--- src/hw/rtl/lfia_pkg.sv ---
`timescale 1ns / 1ps

package lfia_pkg;

   // Identifier range and widths
   localparam int ID_W      = 8;
   localparam int CNT_W     = 8;
   localparam int STATUS_W  = 2;
   localparam int PID_MIN   = 2;
   localparam int PID_MAX   = 255;
   localparam int ID_FIRST  = PID_MIN - 1;
   localparam int MAP_DEPTH = 1 << ID_W;

   // Two-level search: groups of map bits, then bits within a group
   localparam int GRP_W     = 8;
   localparam int NUM_GRP   = MAP_DEPTH / GRP_W;
   localparam int BIT_IDX_W = $clog2(GRP_W);
   localparam int GRP_IDX_W = ID_W - BIT_IDX_W;

   // Ids below the kernel id are never granted
   localparam logic [MAP_DEPTH-1:0] RESERVED_MASK = (MAP_DEPTH'(1) << ID_FIRST) - MAP_DEPTH'(1);

   // Command codes
   localparam logic CMD_ALLOC   = 1'b0;
   localparam logic CMD_RELEASE = 1'b1;

   // Result status codes
   localparam logic [STATUS_W-1:0] STATUS_OK        = 2'd0;
   localparam logic [STATUS_W-1:0] STATUS_FULL      = 2'd1;
   localparam logic [STATUS_W-1:0] STATUS_NOT_FOUND = 2'd2;
   localparam logic [STATUS_W-1:0] STATUS_RANGE     = 2'd3;

   // Controller to datapath commands
   typedef struct packed {
      logic load_req;
      logic scan_group;
      logic scan_bit;
      logic commit;
   } ctrl_cmd_type;

   // Datapath to controller status
   typedef struct packed {
      logic req_release;
   } dp_stat_type;

endpackage

--- src/hw/rtl/lfia_if.sv ---
`timescale 1ns / 1ps

interface lfia_req_if;
   import lfia_pkg::*;

   logic            valid;
   logic            ready;
   logic            cmd;
   logic [ID_W-1:0] release_id;

   modport source (output valid, output cmd, output release_id, input ready);
   modport sink   (input valid, input cmd, input release_id, output ready);
endinterface

interface lfia_rsp_if;
   import lfia_pkg::*;

   logic                valid;
   logic                ready;
   logic [ID_W-1:0]     assigned_id;
   logic [STATUS_W-1:0] status;
   logic [CNT_W-1:0]    ids_in_use;

   modport source (output valid, output assigned_id, output status, output ids_in_use,
                   input ready);
   modport sink   (input valid, input assigned_id, input status, input ids_in_use,
                   output ready);
endinterface

--- src/hw/rtl/lfia_ctrl.sv ---
`timescale 1ns / 1ps

module lfia_ctrl (
   input  logic                  clock,
   input  logic                  reset,
   input  logic                  req_valid,
   output logic                  req_ready,
   output logic                  rsp_valid,
   input  logic                  rsp_ready,
   input  lfia_pkg::dp_stat_type dp_stat,
   output lfia_pkg::ctrl_cmd_type ctrl_cmd
);
   import lfia_pkg::*;

   typedef enum logic [3:0] {
      ST_IDLE   = 4'b0001,
      ST_GROUP  = 4'b0010,
      ST_ENCODE = 4'b0100,
      ST_COMMIT = 4'b1000
   } state_type;

   state_type state_ff, state_in;
   logic      rsp_valid_ff, rsp_valid_in;
   logic      req_xfer;
   logic      rsp_xfer;
   logic      slot_free;

   assign req_ready = (state_ff == ST_IDLE);
   assign req_xfer  = req_valid && req_ready;
   assign rsp_valid = rsp_valid_ff;
   assign rsp_xfer  = rsp_valid_ff && rsp_ready;
   assign slot_free = !rsp_valid_ff || rsp_ready;

   // Sequence one command through search and commit
   always_comb begin
      state_in = state_ff;
      ctrl_cmd = '0;
      case (state_ff)
         ST_IDLE: begin
            ctrl_cmd.load_req = req_xfer;
            if (req_xfer) begin
               state_in = dp_stat.req_release ? ST_COMMIT : ST_GROUP;
            end
         end
         ST_GROUP: begin
            ctrl_cmd.scan_group = 1'b1;
            state_in = ST_ENCODE;
         end
         ST_ENCODE: begin
            ctrl_cmd.scan_bit = 1'b1;
            state_in = ST_COMMIT;
         end
         ST_COMMIT: begin
            // Hold until the result register can take the new result
            if (slot_free) begin
               ctrl_cmd.commit = 1'b1;
               state_in = ST_IDLE;
            end
         end
         default: begin
            state_in = ST_IDLE;
         end
      endcase
   end

   // Track the pending result
   always_comb begin
      rsp_valid_in = rsp_valid_ff;
      if (rsp_xfer) begin
         rsp_valid_in = 1'b0;
      end
      if (ctrl_cmd.commit) begin
         rsp_valid_in = 1'b1;
      end
   end

   always_ff @(posedge clock) begin
      if (reset) begin
         state_ff     <= ST_IDLE;
         rsp_valid_ff <= 1'b0;
      end else begin
         state_ff     <= state_in;
         rsp_valid_ff <= rsp_valid_in;
      end
   end

endmodule

--- src/hw/rtl/lfia_dp.sv ---
`timescale 1ns / 1ps

module lfia_dp (
   input  logic                           clock,
   input  logic                           reset,
   input  logic                           req_cmd,
   input  logic [lfia_pkg::ID_W-1:0]      req_release_id,
   input  lfia_pkg::ctrl_cmd_type         ctrl_cmd,
   output lfia_pkg::dp_stat_type          dp_stat,
   output logic [lfia_pkg::ID_W-1:0]      assigned_id,
   output logic [lfia_pkg::STATUS_W-1:0]  status,
   output logic [lfia_pkg::CNT_W-1:0]     ids_in_use
);
   import lfia_pkg::*;

   logic [MAP_DEPTH-1:0] map_ff, map_in;
   logic [CNT_W-1:0]     count_ff, count_in;
   logic                 cmd_ff;
   logic [ID_W-1:0]      rid_ff;
   logic [NUM_GRP-1:0]   grp_free_ff, grp_free_in;
   logic [GRP_IDX_W-1:0] grp_idx_ff, grp_idx_in;
   logic                 any_free_ff;
   logic [ID_W-1:0]      assigned_ff, assigned_in;
   logic [STATUS_W-1:0]  status_ff, status_in;

   logic [MAP_DEPTH-1:0] map_eff;
   logic [GRP_W-1:0]     grp_bits;
   logic [BIT_IDX_W-1:0] bit_idx;
   logic [ID_W-1:0]      new_id;
   logic                 bad_release;

   assign dp_stat.req_release = (req_cmd == CMD_RELEASE);
   assign assigned_id = assigned_ff;
   assign status      = status_ff;
   assign ids_in_use  = count_ff;

   // Treat ids below the kernel id as always taken
   assign map_eff = map_ff | RESERVED_MASK;

   // Flag groups that still hold a free id
   always_comb begin
      for (int g = 0; g < NUM_GRP; g++) begin
         grp_free_in[g] = ~&map_eff[g*GRP_W +: GRP_W];
      end
   end

   // Pick the lowest group with a free id
   always_comb begin
      grp_idx_in = '0;
      for (int g = NUM_GRP - 1; g >= 0; g--) begin
         if (grp_free_ff[g]) begin
            grp_idx_in = GRP_IDX_W'(g);
         end
      end
   end

   // Pick the lowest free bit inside the chosen group
   always_comb begin
      grp_bits = map_eff[grp_idx_ff*GRP_W +: GRP_W];
      bit_idx  = '0;
      for (int b = GRP_W - 1; b >= 0; b--) begin
         if (!grp_bits[b]) begin
            bit_idx = BIT_IDX_W'(b);
         end
      end
   end

   assign new_id = {grp_idx_ff, bit_idx};

   assign bad_release = (rid_ff < ID_W'(PID_MIN)) ||
                        ((ID_W+1)'(rid_ff) > (ID_W+1)'(PID_MAX)) ||
                        !map_ff[ID_FIRST];

   // Apply the command to the map and count, build the result
   always_comb begin
      map_in      = map_ff;
      count_in    = count_ff;
      assigned_in = '0;
      status_in   = STATUS_OK;
      if (cmd_ff == CMD_ALLOC) begin
         if (any_free_ff) begin
            map_in[new_id] = 1'b1;
            count_in       = count_ff + CNT_W'(1);
            assigned_in    = new_id;
         end else begin
            status_in = STATUS_FULL;
         end
      end else begin
         if (bad_release) begin
            status_in = STATUS_RANGE;
         end else if (!map_ff[rid_ff]) begin
            status_in = STATUS_NOT_FOUND;
         end else begin
            map_in[rid_ff] = 1'b0;
            count_in       = count_ff - CNT_W'(1);
         end
      end
   end

   // State registers
   always_ff @(posedge clock) begin
      if (reset) begin
         map_ff   <= '0;
         count_ff <= '0;
      end else if (ctrl_cmd.commit) begin
         map_ff   <= map_in;
         count_ff <= count_in;
      end
   end

   // Payload registers
   always_ff @(posedge clock) begin
      if (ctrl_cmd.load_req) begin
         cmd_ff <= req_cmd;
         rid_ff <= req_release_id;
      end
      if (ctrl_cmd.scan_group) begin
         grp_free_ff <= grp_free_in;
      end
      if (ctrl_cmd.scan_bit) begin
         grp_idx_ff  <= grp_idx_in;
         any_free_ff <= |grp_free_ff;
      end
      if (ctrl_cmd.commit) begin
         assigned_ff <= assigned_in;
         status_ff   <= status_in;
      end
   end

endmodule

--- src/hw/rtl/lowest_free_id_allocator.sv ---
`timescale 1ns / 1ps
// Allocate: after the request transfer, group scan, encode and commit; the result is registered at commit.
// Release: after the request transfer, commit only; the result is registered at commit.
// One command in flight; next request taken the cycle after the previous one commits;
// a result that is not taken holds the commit and with it the next request.
// Synchronous reset clears the used map, the in-use count and all handshake state.

module lowest_free_id_allocator (
   input logic         clock,
   input logic         reset,
   lfia_req_if.sink    req_chan,
   lfia_rsp_if.source  rsp_chan
);
   import lfia_pkg::*;

   ctrl_cmd_type ctrl_cmd;
   dp_stat_type  dp_stat;

   lfia_ctrl u_ctrl (
      .clock     (clock),
      .reset     (reset),
      .req_valid (req_chan.valid),
      .req_ready (req_chan.ready),
      .rsp_valid (rsp_chan.valid),
      .rsp_ready (rsp_chan.ready),
      .dp_stat   (dp_stat),
      .ctrl_cmd  (ctrl_cmd)
   );

   lfia_dp u_dp (
      .clock          (clock),
      .reset          (reset),
      .req_cmd        (req_chan.cmd),
      .req_release_id (req_chan.release_id),
      .ctrl_cmd       (ctrl_cmd),
      .dp_stat        (dp_stat),
      .assigned_id    (rsp_chan.assigned_id),
      .status         (rsp_chan.status),
      .ids_in_use     (rsp_chan.ids_in_use)
   );

endmodule
--- src/flat_wrapper.sv ---
// flat-port wrapper written by rule: the top's interface ports become plain ports
module lowest_free_id_allocator_flat import lfia_pkg::*;
  (clock, reset, req_chan_valid, req_chan_cmd, req_chan_release_id, req_chan_ready, rsp_chan_valid, rsp_chan_assigned_id, rsp_chan_status, rsp_chan_ids_in_use, rsp_chan_ready);
  lfia_req_if req_chan_i ();
  lfia_rsp_if rsp_chan_i ();
  input logic clock;
  input logic reset;
  input wire logic [$bits(req_chan_i.valid)-1:0] req_chan_valid;
  input wire logic [$bits(req_chan_i.cmd)-1:0] req_chan_cmd;
  input wire logic [$bits(req_chan_i.release_id)-1:0] req_chan_release_id;
  output wire logic [$bits(req_chan_i.ready)-1:0] req_chan_ready;
  output wire logic [$bits(rsp_chan_i.valid)-1:0] rsp_chan_valid;
  output wire logic [$bits(rsp_chan_i.assigned_id)-1:0] rsp_chan_assigned_id;
  output wire logic [$bits(rsp_chan_i.status)-1:0] rsp_chan_status;
  output wire logic [$bits(rsp_chan_i.ids_in_use)-1:0] rsp_chan_ids_in_use;
  input wire logic [$bits(rsp_chan_i.ready)-1:0] rsp_chan_ready;
  assign req_chan_i.valid = req_chan_valid;
  assign req_chan_i.cmd = req_chan_cmd;
  assign req_chan_i.release_id = req_chan_release_id;
  assign req_chan_ready = req_chan_i.ready;
  assign rsp_chan_valid = rsp_chan_i.valid;
  assign rsp_chan_assigned_id = rsp_chan_i.assigned_id;
  assign rsp_chan_status = rsp_chan_i.status;
  assign rsp_chan_ids_in_use = rsp_chan_i.ids_in_use;
  assign rsp_chan_i.ready = rsp_chan_ready;
  lowest_free_id_allocator u_core (.clock(clock), .reset(reset), .req_chan(req_chan_i), .rsp_chan(rsp_chan_i));
endmodule
--- config.mk ---
export PLATFORM = sky130hd
export DESIGN_NAME = lowest_free_id_allocator_flat
export DESIGN_NICKNAME = d
export VERILOG_FILES = /design/src/hw/rtl/lfia_pkg.sv /design/src/hw/rtl/lfia_if.sv /design/src/hw/rtl/lfia_ctrl.sv /design/src/hw/rtl/lfia_dp.sv /design/src/hw/rtl/lowest_free_id_allocator.sv /design/src/flat_wrapper.sv
export SDC_FILE = /design/constraint.sdc
export NUM_CORES = 1
export LEC_CHECK = 0
export BUFFER_PORTS_ARGS = -buffer_cell sky130_fd_sc_hd__buf_2
export CORE_ASPECT_RATIO = 0.6
export CORE_MARGIN = 2
export CORE_UTILIZATION = 40
export DETAILED_ROUTE_END_ITERATION = 7
export HOLD_SLACK_MARGIN = 0.12
export SYNTH_ARGS = -nofsm -noshare
export SYNTH_HDL_FRONTEND = slang
export SYNTH_HIERARCHICAL = 1
export SYNTH_SLANG_ARGS = --single-unit
--- constraint.sdc ---
create_clock -name clock -period 4.98 [get_ports clock]
set_input_delay 1.494 -clock clock [delete_from_list [all_inputs] [get_ports clock]]
set_output_delay 1.494 -clock clock [all_outputs]
set_load 0.01 [all_outputs]
==> impl_results.md, run 1 <==
- Reg2reg start: u_core/u_dp/rid_ff[1]$_DFFE_PP_
- Max IR drop VDD: about 240 µV
- H-tree lvl count: 1
- R2R depth: 10
- CTS tree: done
- CP Depth: 10
- Final hold vios: 0
- Final setup margin: between 0.5 and 0.6 ns
- Fraction of registers with async set/reset: 0%
- Remaining Overflow, GRT: 0
- Die area: approximately 49000 µm²
- Initial antenna violation count: 2
- Post-route DRC: 2
- Final slew viol count: 0
- Mapped Nets: between 2000 and 2500
- Starting DRC count in detailed routing: ~3000
- RSZ-0062 raised after global routing: no
- Synth-to-layout area growth: 10.7%
- CP delay by family, top: simple AND/OR/NAND/NOR gates
- Worst min path class: reg2reg
- Clock slew at reported path FFs: ~0.070 ns
- Switching share of total power: ~26%
- DRT antenna net count: 0
- Setup bufs post-CTS: 0
- Main synth FF type: dfxtp_1
- Share of cells above drive strength 1: between 10% and 20%
- CTS root buffer: clkbuf_16
- Drt first pass iters: 8
- CP Capture Point: u_core/u_dp/map_ff[128]$_SDFFE_PP0P_
- Clock buffer depth: 3
- Mapped Cells: roughly 2100
- Share of total power in combinational logic: roughly 7.0%
- Setup TNS: 0 ns
- Critical-path cell list: nor2b_1 -> buf_4 -> a2111oi_0 -> nand3_1 -> nand4_1 -> nand4b_1 -> o211ai_2 -> nor2_2 -> or4_1 -> o21ai_0
- GPL Wtd Cong: 1.05
- Type of origin of the critical path: flop
- Setup crit end kind: flop
- Power Internal: approximately 4.3 mW
- Total CTS buffers: 31
- Synth Warn #: 6
- Min Tclk post-route: around 4.4 ns
- CP required: between 5 and 6 ns
- DP Worst Slack: between 0.6 and 0.7 ns
- Worst r2r dst: u_core/u_dp/map_ff[128]$_SDFFE_PP0P_
- Leakage: a little over 7 nW
- Multi-input gate area in the final layout: roughly 11000 µm²
- Total GRT Usage: 33.0%
- Setup CP Type: reg2reg
- Cts hold-fix bufs: 0
- Measured slew at the worst slew-check pin: ~1.3 ns
- Worst hold path startpoint: u_core/u_dp/map_ff[0]$_SDFFE_PP0P_
- Vias: approximately 18000
- Syn_area_per_cell: slightly below 9 µm²
- Fin crit share: approximately 89%
- NetSw: between 1 and 1.5 mW
- First-pass GRT wire length: 117000 µm
- Vias in the first global route: about 16000
- Max stage delay cell, worst path: nor2_2
- Top Ports: 33
- Max-cap viol count: 0
- CP arrival: approximately 5 ns
- Wire length per cell: just over 30 µm
- Max Clock Freq: ~220 MHz
- Vias per cell: 6.63
- Die W: 283 µm
- Worst skew pair latency: roughly 0.62 ns
- Seq/Total Area, Yosys: between 30% and 40%
- Hold depth: 2
- Row cnt: 61
- Critical path origin: u_core/u_dp/rid_ff[1]$_DFFE_PP_
- EDFF count, synth: between 50 and 60
- Sequential cell area: 7100 µm²
- Port buffer count: 32
- Crit path max fanout: 22
- Largest net degree at the start of global routing: 127
- HPWL after detailed placement: slightly below 60000 µm
- Reg power frac: between 40% and 50%
- Post-synthesis instance area: 18700 µm²
- Fillers: 4457
- Clk_skew: ~0.012 ns
- R2R setup slack: around 0.53 ns
- Clock tree sinks: between 300 and 400
- Initial Util: 40.5%
- Largest stage delay, worst path: ~0.97 ns
- PostCTS Resize Cnt: 0
- Final net count: approximately 2100
- Critical path buffers and inverters: 1
- Flops & latches, synth: 326
- Netlist cell types: a little over 70
- Die height: roughly 170 µm
- Core box area: approximately 46000 µm²
- Ant. Diodes: 0
- PwrDens: around 280 nW/µm²
- Status: complete, but fails checks
- Failing checks: design-rule violations
- # setup viols final: 0
- Clock power frac: a little under half
- Routed WL: approximately 82000 µm
- Relative slew margins: 15.3%
-- power groups by stage --
| stage | combinational [mW] | sequential, mW | clock, mW |
|---|---|---|---|
| 6_report | 0.404 | 2.72 | 2.60 |
| 5_1_grt | 0.415 | 2.72 | 2.72 |
| 4_1_cts | 0.386 | 2.72 | 2.61 |
| 3_5_place_dp | 0.386 | 2.78 | 0 |
| 3_3_place_gp | 0.381 | 2.78 | 0 |
| 2_1_floorplan | 0.253 | 2.77 | 0 |
-- how the worst min path moves through the flow --
stage / slack [ns] / to
2_1_floorplan: 0.45 / u_core/u_dp/map_ff[0]$_SDFFE_PP0P_
3_3_place_gp: 0.46 / u_core/u_dp/map_ff[0]$_SDFFE_PP0P_
3_5_place_dp: 0.48 / u_core/u_dp/map_ff[0]$_SDFFE_PP0P_
4_1_cts: 0.49 / u_core/u_dp/map_ff[0]$_SDFFE_PP0P_
5_1_grt: 0.50 / u_core/u_dp/map_ff[0]$_SDFFE_PP0P_
6_report: 0.49 / u_core/u_dp/map_ff[0]$_SDFFE_PP0P_
-- cells in the mapped netlist (4+ instances only) --
cell type    n  area (µm²)
a22oi_1     42         315
edfxtp_1    57        1710
nor3_1      11        55.1
nor2b_1    268        1680
xnor2_1      6        52.6
mux4_2      67        1510
buf_1        8        30.0
nand3b_1     9        67.6
dfxtp_1    269        5390
buf_4       10        75.1
a21oi_1     38         190
o41ai_1      9        78.8
ha_1         6        75.1
buf_6       11         124
nor2_1      51         191
nand4_1     77         482
a2111oi_0    4        35.0
nand2_1    106         398
inv_1       24        90.1
clkbuf_1   115         432
or2_2       34         213
o21bai_1     5        37.5
buf_2       31         155
mux2i_1    147        1470
or3_1       10        62.6
o21ai_0    400        2000
o21ai_1     94         470
a22o_1       7        61.3
o31ai_1     15         113
a211oi_1     7        52.6
nand2b_1    17         106
nand4b_1     5        43.8
and3_1       6        37.5
and2_1      10        62.6
or4_1       13        97.6
nand3_1     45         225
nor4_1       9        56.3
-- sequential cells by signal, summed over array words and instances (netlist names) --
register,cells
u_core/u_ctrl/rsp_valid,1
u_core/u_ctrl/state_ff,4
u_core/u_dp/any_free_ff,1
u_core/u_dp/assigned_id,8
u_core/u_dp/cmd_ff,1
u_core/u_dp/grp_free_ff,32
u_core/u_dp/grp_idx_ff,5
u_core/u_dp/ids_in_use,8
u_core/u_dp/map_ff,256
u_core/u_dp/rid_ff,8
u_core/u_dp/status,2
-- routing by layer --
layer  vias up  GRT usage (%)  part of all wire (%)
met2      1363           40.6                    35
met4         4           7.43                   2.5
li1       7646              -                     -
met1      8885           48.1                    44
met3       151           18.5                    19
met5         -          0.300                 0.033
-- cell families after synthesis --
kind of cell	count (synthesis)	synth area share, %
xor+xnor	7	0.327
compound gates	656	19.5
simple gates	685	20.9
fa+ha+maj	7	0.508
buf+inv	199	4.83
mux	217	16.1
flops	326	37.9
-- layout by cell type (no fill, tap or decap), types with 9 or more instances in the layout --
cell type	count
edfxtp_1	57
o41ai_1	9
clkbuf_16	31
nand4_1	77
and2_1	10
nand2b_1	17
nor2_1	50
or4_1	12
or3_1	9
nor4_1	9
nand2_1	106
nor3_1	11
o21ai_1	94
mux4_2	67
inv_1	24
or2_2	34
nor2b_1	267
a22oi_1	42
o31ai_1	15
buf_2	31
o21ai_0	400
buf_12	13
dfxtp_1	269
nand3b_1	9
a21oi_1	38
nand3_1	45
mux2i_1	147
buf_4	67
-- worst reg2reg max path, cell delays in order, from the launching register on --
cell and delay, ns:
edfxtp_1 0.78, nor2b_1 0.31, buf_4 0.25, a2111oi_0 0.37, nand3_1 0.25, nand4_1 0.16, nand4b_1 0.15, o211ai_2 0.22
nor2_2 0.97, or4_1 0.68, o21ai_0 0.17
-- stage by stage --
step	instances	hold slack [ns]	utilization (%)	total power, mW	area, µm²
6_report	2722	0.494	44.9	5.73	20700
5_1_grt	2722	0.502	44.9	5.85	20700
4_1_cts	2722	0.486	44.9	5.72	20700
3_5_place_dp	2664	0.475	42.5	3.17	19700
3_3_place_gp	2664	0.463	42.5	3.16	19700
2_1_floorplan	2097	0.451	-	3.02	18700
-- layout make-up --
| type | count | share of cell area, % |
|---|---|---|
| inverters | 24 | 0.434 |
| clock buffers | 38 | 4.15 |
| multi-input cells | 1572 | 51.8 |
| well taps | 630 | 3.80 |
| clock inverters | 20 | 1.12 |
| flip-flops and latches | 326 | 34.2 |
| repair buffers | 112 | 4.49 |
(Power assumes the default switching activity.)
==> run 2: changes to the inputs <==
Settings changed: CTS_BUF_LIST from default to sky130_fd_sc_hd__clkbuf_4.
==> run 2 against run 1 <==
Effect of this change:
- the flow now finishes without violations
- largest power group unchanged
- combinational power barely moved
- cell count increased by 2.8%
- critical endpoint unchanged
- fmax decreased by 1.5%
- wire length grew 0.62%
- sequential cell count unchanged
- register-to-register slack worse by 0.07 ns
- sequential share of layout area up 0.16 points
- clock skew increased by 0.10 ns
==> impl_results.md, run 2 (synthesis gave the netlist of run 1 again) <==
- Die W: 283 µm (unchanged)
- Initial Util: 40.5% (unchanged)
- Total GRT Usage: 33.3% (was 33.0%)
- Share of total power in combinational logic: 7.4% (was 7.0%)
- Most common cell after layout, fill and taps aside: o21ai_0 (unchanged)
- Top Ports: 33 (unchanged)
- Starting DRC count in detailed routing: 2896 (was 2915)
- Row cnt: 61 (unchanged)
- DRT antenna net count: 0 (unchanged)
- Final hold vios: 0 (unchanged)
- Worst min path class: reg2reg (unchanged)
- CTS root buffer: clkbuf_4 (was clkbuf_16)
- Worst hold path startpoint: u_core/u_dp/map_ff[0]$_SDFFE_PP0P_ (unchanged)
- R2R depth: 10 (unchanged)
- Power Internal: 4.00 mW (was 4.26 mW)
- Final slew viol count: 0 (unchanged)
- Setup bufs post-CTS: 0 (unchanged)
- Max Clock Freq: 221 MHz (was 225 MHz)
- Core box area: 46300 µm² (unchanged)
- GPL Wtd Cong: 1.05 (unchanged)
- CP required: 5.60 ns (was 5.45 ns)
- Initial antenna violation count: 4 (was 2)
- Cts hold-fix bufs: 0 (unchanged)
- Relative slew margins: 20.2% (was 15.3%)
- Total CTS buffers: 80 (was 31)
- Clock tree sinks: 326 (unchanged)
- Clk_skew: 0.112 ns (was 0.0123 ns)
- Vias: 18200 (was 18000)
- Final setup margin: 0.464 ns (was 0.533 ns)
- Synth-to-layout area growth: 10.2% (was 10.7%)
- Final net count: 2136 (was 2087)
- Share of cells above drive strength 1: 16.0% (was 13.6%)
- Top reg by flops: u_core/u_dp/map_ff (unchanged)
- Worst skew pair latency: 0.85 ns (was 0.62 ns)
- Vias in the first global route: 16800 (was 16400)
- Drt first pass iters: 6 (was 8)
- NetSw: 1.46 mW (was 1.47 mW)
- DP Worst Slack: 0.683 ns (unchanged)
- Leakage: 7.11 nW (was 7.05 nW)
- Non-filler cells, final: 2797 (was 2722)
- CP Capture Point: u_core/u_dp/map_ff[128]$_SDFFE_PP0P_ (unchanged)
- Post-route DRC: 0 (was 2)
- Wire length per cell: 29.6 µm (was 30.2 µm)
- RSZ-0062 raised after global routing: no (unchanged)
- Remaining Overflow, GRT: 0 (unchanged)
- Setup crit end kind: flop (unchanged)
- Clock buffer depth: 3 (unchanged)
- Fillers: 4523 (was 4457)
- Fin util: 44.7% (was 44.9%)
- Routed WL: 82700 µm (was 82200 µm)
- Clock slew at reported path FFs: 0.07 ns (about the same)
- Number of flip-flops in the largest register: 256 (unchanged)
- Reg2reg start: u_core/u_dp/rid_ff[1]$_DFFE_PP_ (unchanged)
- H-tree lvl count: 3 (was 1)
- Clock power frac: 42.7% (was 45.4%)
- Hold depth: 2 (unchanged)
- Type of origin of the critical path: flop (unchanged)
- Max-cap viol count: 0 (unchanged)
- Reg power frac: 49.9% (was 47.5%)
- # setup viols final: 0 (unchanged)
- Largest regs: u_core/u_dp/map_ff (256), u_core/u_dp/grp_free_ff (32) (unchanged)
- Setup TNS: 0 ns (unchanged)
- Die height: 172 µm (unchanged)
- R2R setup slack: 0.46 ns (was 0.53 ns)
- Worst r2r dst: u_core/u_dp/map_ff[128]$_SDFFE_PP0P_ (unchanged)
- Placed Cells: 2664 (unchanged)
- Vias per cell: 6.52 (was 6.63)
- Setup CP Type: reg2reg (unchanged)
- Max IR drop VDD: 127 µV (was 243 µV)
- Fin crit share: 90.7% (was 89.3%)
- Critical path origin: u_core/u_dp/rid_ff[1]$_DFFE_PP_ (unchanged)
- Largest net degree at the start of global routing: 127 (unchanged)
- Status: completed (was complete, but fails checks)
- PostCTS Resize Cnt: 0 (unchanged)
- CTS tree: done (unchanged)
- Measured slew at the worst slew-check pin: 1.20 ns (was 1.26 ns)
- Crit path max fanout: 22 (unchanged)
- Port buffer count: 32 (unchanged)
- Most frequent cells in the layout: 400 x o21ai_0, 269 x dfxtp_1, 267 x nor2b_1 (unchanged)
- CP arrival: 5.13 ns (was 4.91 ns)
- Min Tclk post-route: 4.52 ns (was 4.45 ns)
- Die area: 48600 µm² (unchanged)
- Switching share of total power: 26.7% (was 25.6%)
- First-pass GRT wire length: 118000 µm (was 117000 µm)
- HPWL after detailed placement: 58600 µm (unchanged)
- PwrDens: 264 nW/µm² (was 276 nW/µm²)
-- run 2: cell types whose count changed in the layout (fill, tap and decap cells not counted), moves of 3 or more --
cell,delta
clkbuf_16,-31
clkbuf_4,+112
clkbuf_8,-6
clkinv_1,+12
clkinv_2,-4
clkinv_4,-3
clkinvlp_4,-6
diode_2,+3
-- run 2: cell type report --
type / count / area (µm²) / area share, %
multi-input cells: 1572 / 10700 / 52.0
clock buffers: 112 / 841 / 4.07
well taps: 630 / 788 / 3.82
clock inverters: 18 / 150 / 0.727
inverters: 24 / 90.1 / 0.436
repair buffers: 112 / 932 / 4.51
flip-flops and latches: 326 / 7100 / 34.4
diodes: 3 / 7.51 / 0.0363
-- run 2: stage by stage --
step,area [µm²],total power [mW],hold slack [ns]
2_1_floorplan,18700,3.02,0.451
3_3_place_gp,19700,3.16,0.463
3_5_place_dp,19700,3.17,0.475
4_1_cts,20600,5.46,0.485
5_1_grt,20700,5.63,0.503
6_report,20700,5.46,0.487
-- run 2: routing by layer --
layer	vias to the layer above	global-route usage [%]	share of wire, %
li1	7802	-	-
met1	8963	47.7	43
met2	1328	40.2	35
met3	150	20.6	20
met4	2	8.51	2.3
met5	-	0	0.019
-- run 2: worst min-delay path by stage --
| stage | to | slack (ns) |
|---|---|---|
| global route | u_core/u_dp/map_ff[0]$_SDFFE_PP0P_ | 0.50 |
| floorplan | u_core/u_dp/map_ff[0]$_SDFFE_PP0P_ | 0.45 |
| finish | u_core/u_dp/map_ff[0]$_SDFFE_PP0P_ | 0.49 |
| global placement | u_core/u_dp/map_ff[0]$_SDFFE_PP0P_ | 0.46 |
| CTS | u_core/u_dp/map_ff[0]$_SDFFE_PP0P_ | 0.49 |
| detailed placement | u_core/u_dp/map_ff[0]$_SDFFE_PP0P_ | 0.48 |
-- run 2: power by group through the flow --
stage               clock network (mW)  logic (mW)  registers [mW]
finish                            2.33       0.404            2.72
global route                      2.49       0.416            2.72
CTS                               2.35       0.386            2.72
detailed placement                   0       0.386            2.78
global placement                     0       0.381            2.78
floorplan                            0       0.253            2.77
-- run 2: critical path: stages (launching register included) --
cell	delay (ns)
edfxtp_1	0.81
nor2b_1	0.31
buf_4	0.26
a2111oi_0	0.37
nand3_1	0.27
nand4_1	0.16
nand4b_1	0.15
o211ai_2	0.22
nor2_2	0.96
or4_1	0.66
o21ai_0	0.16
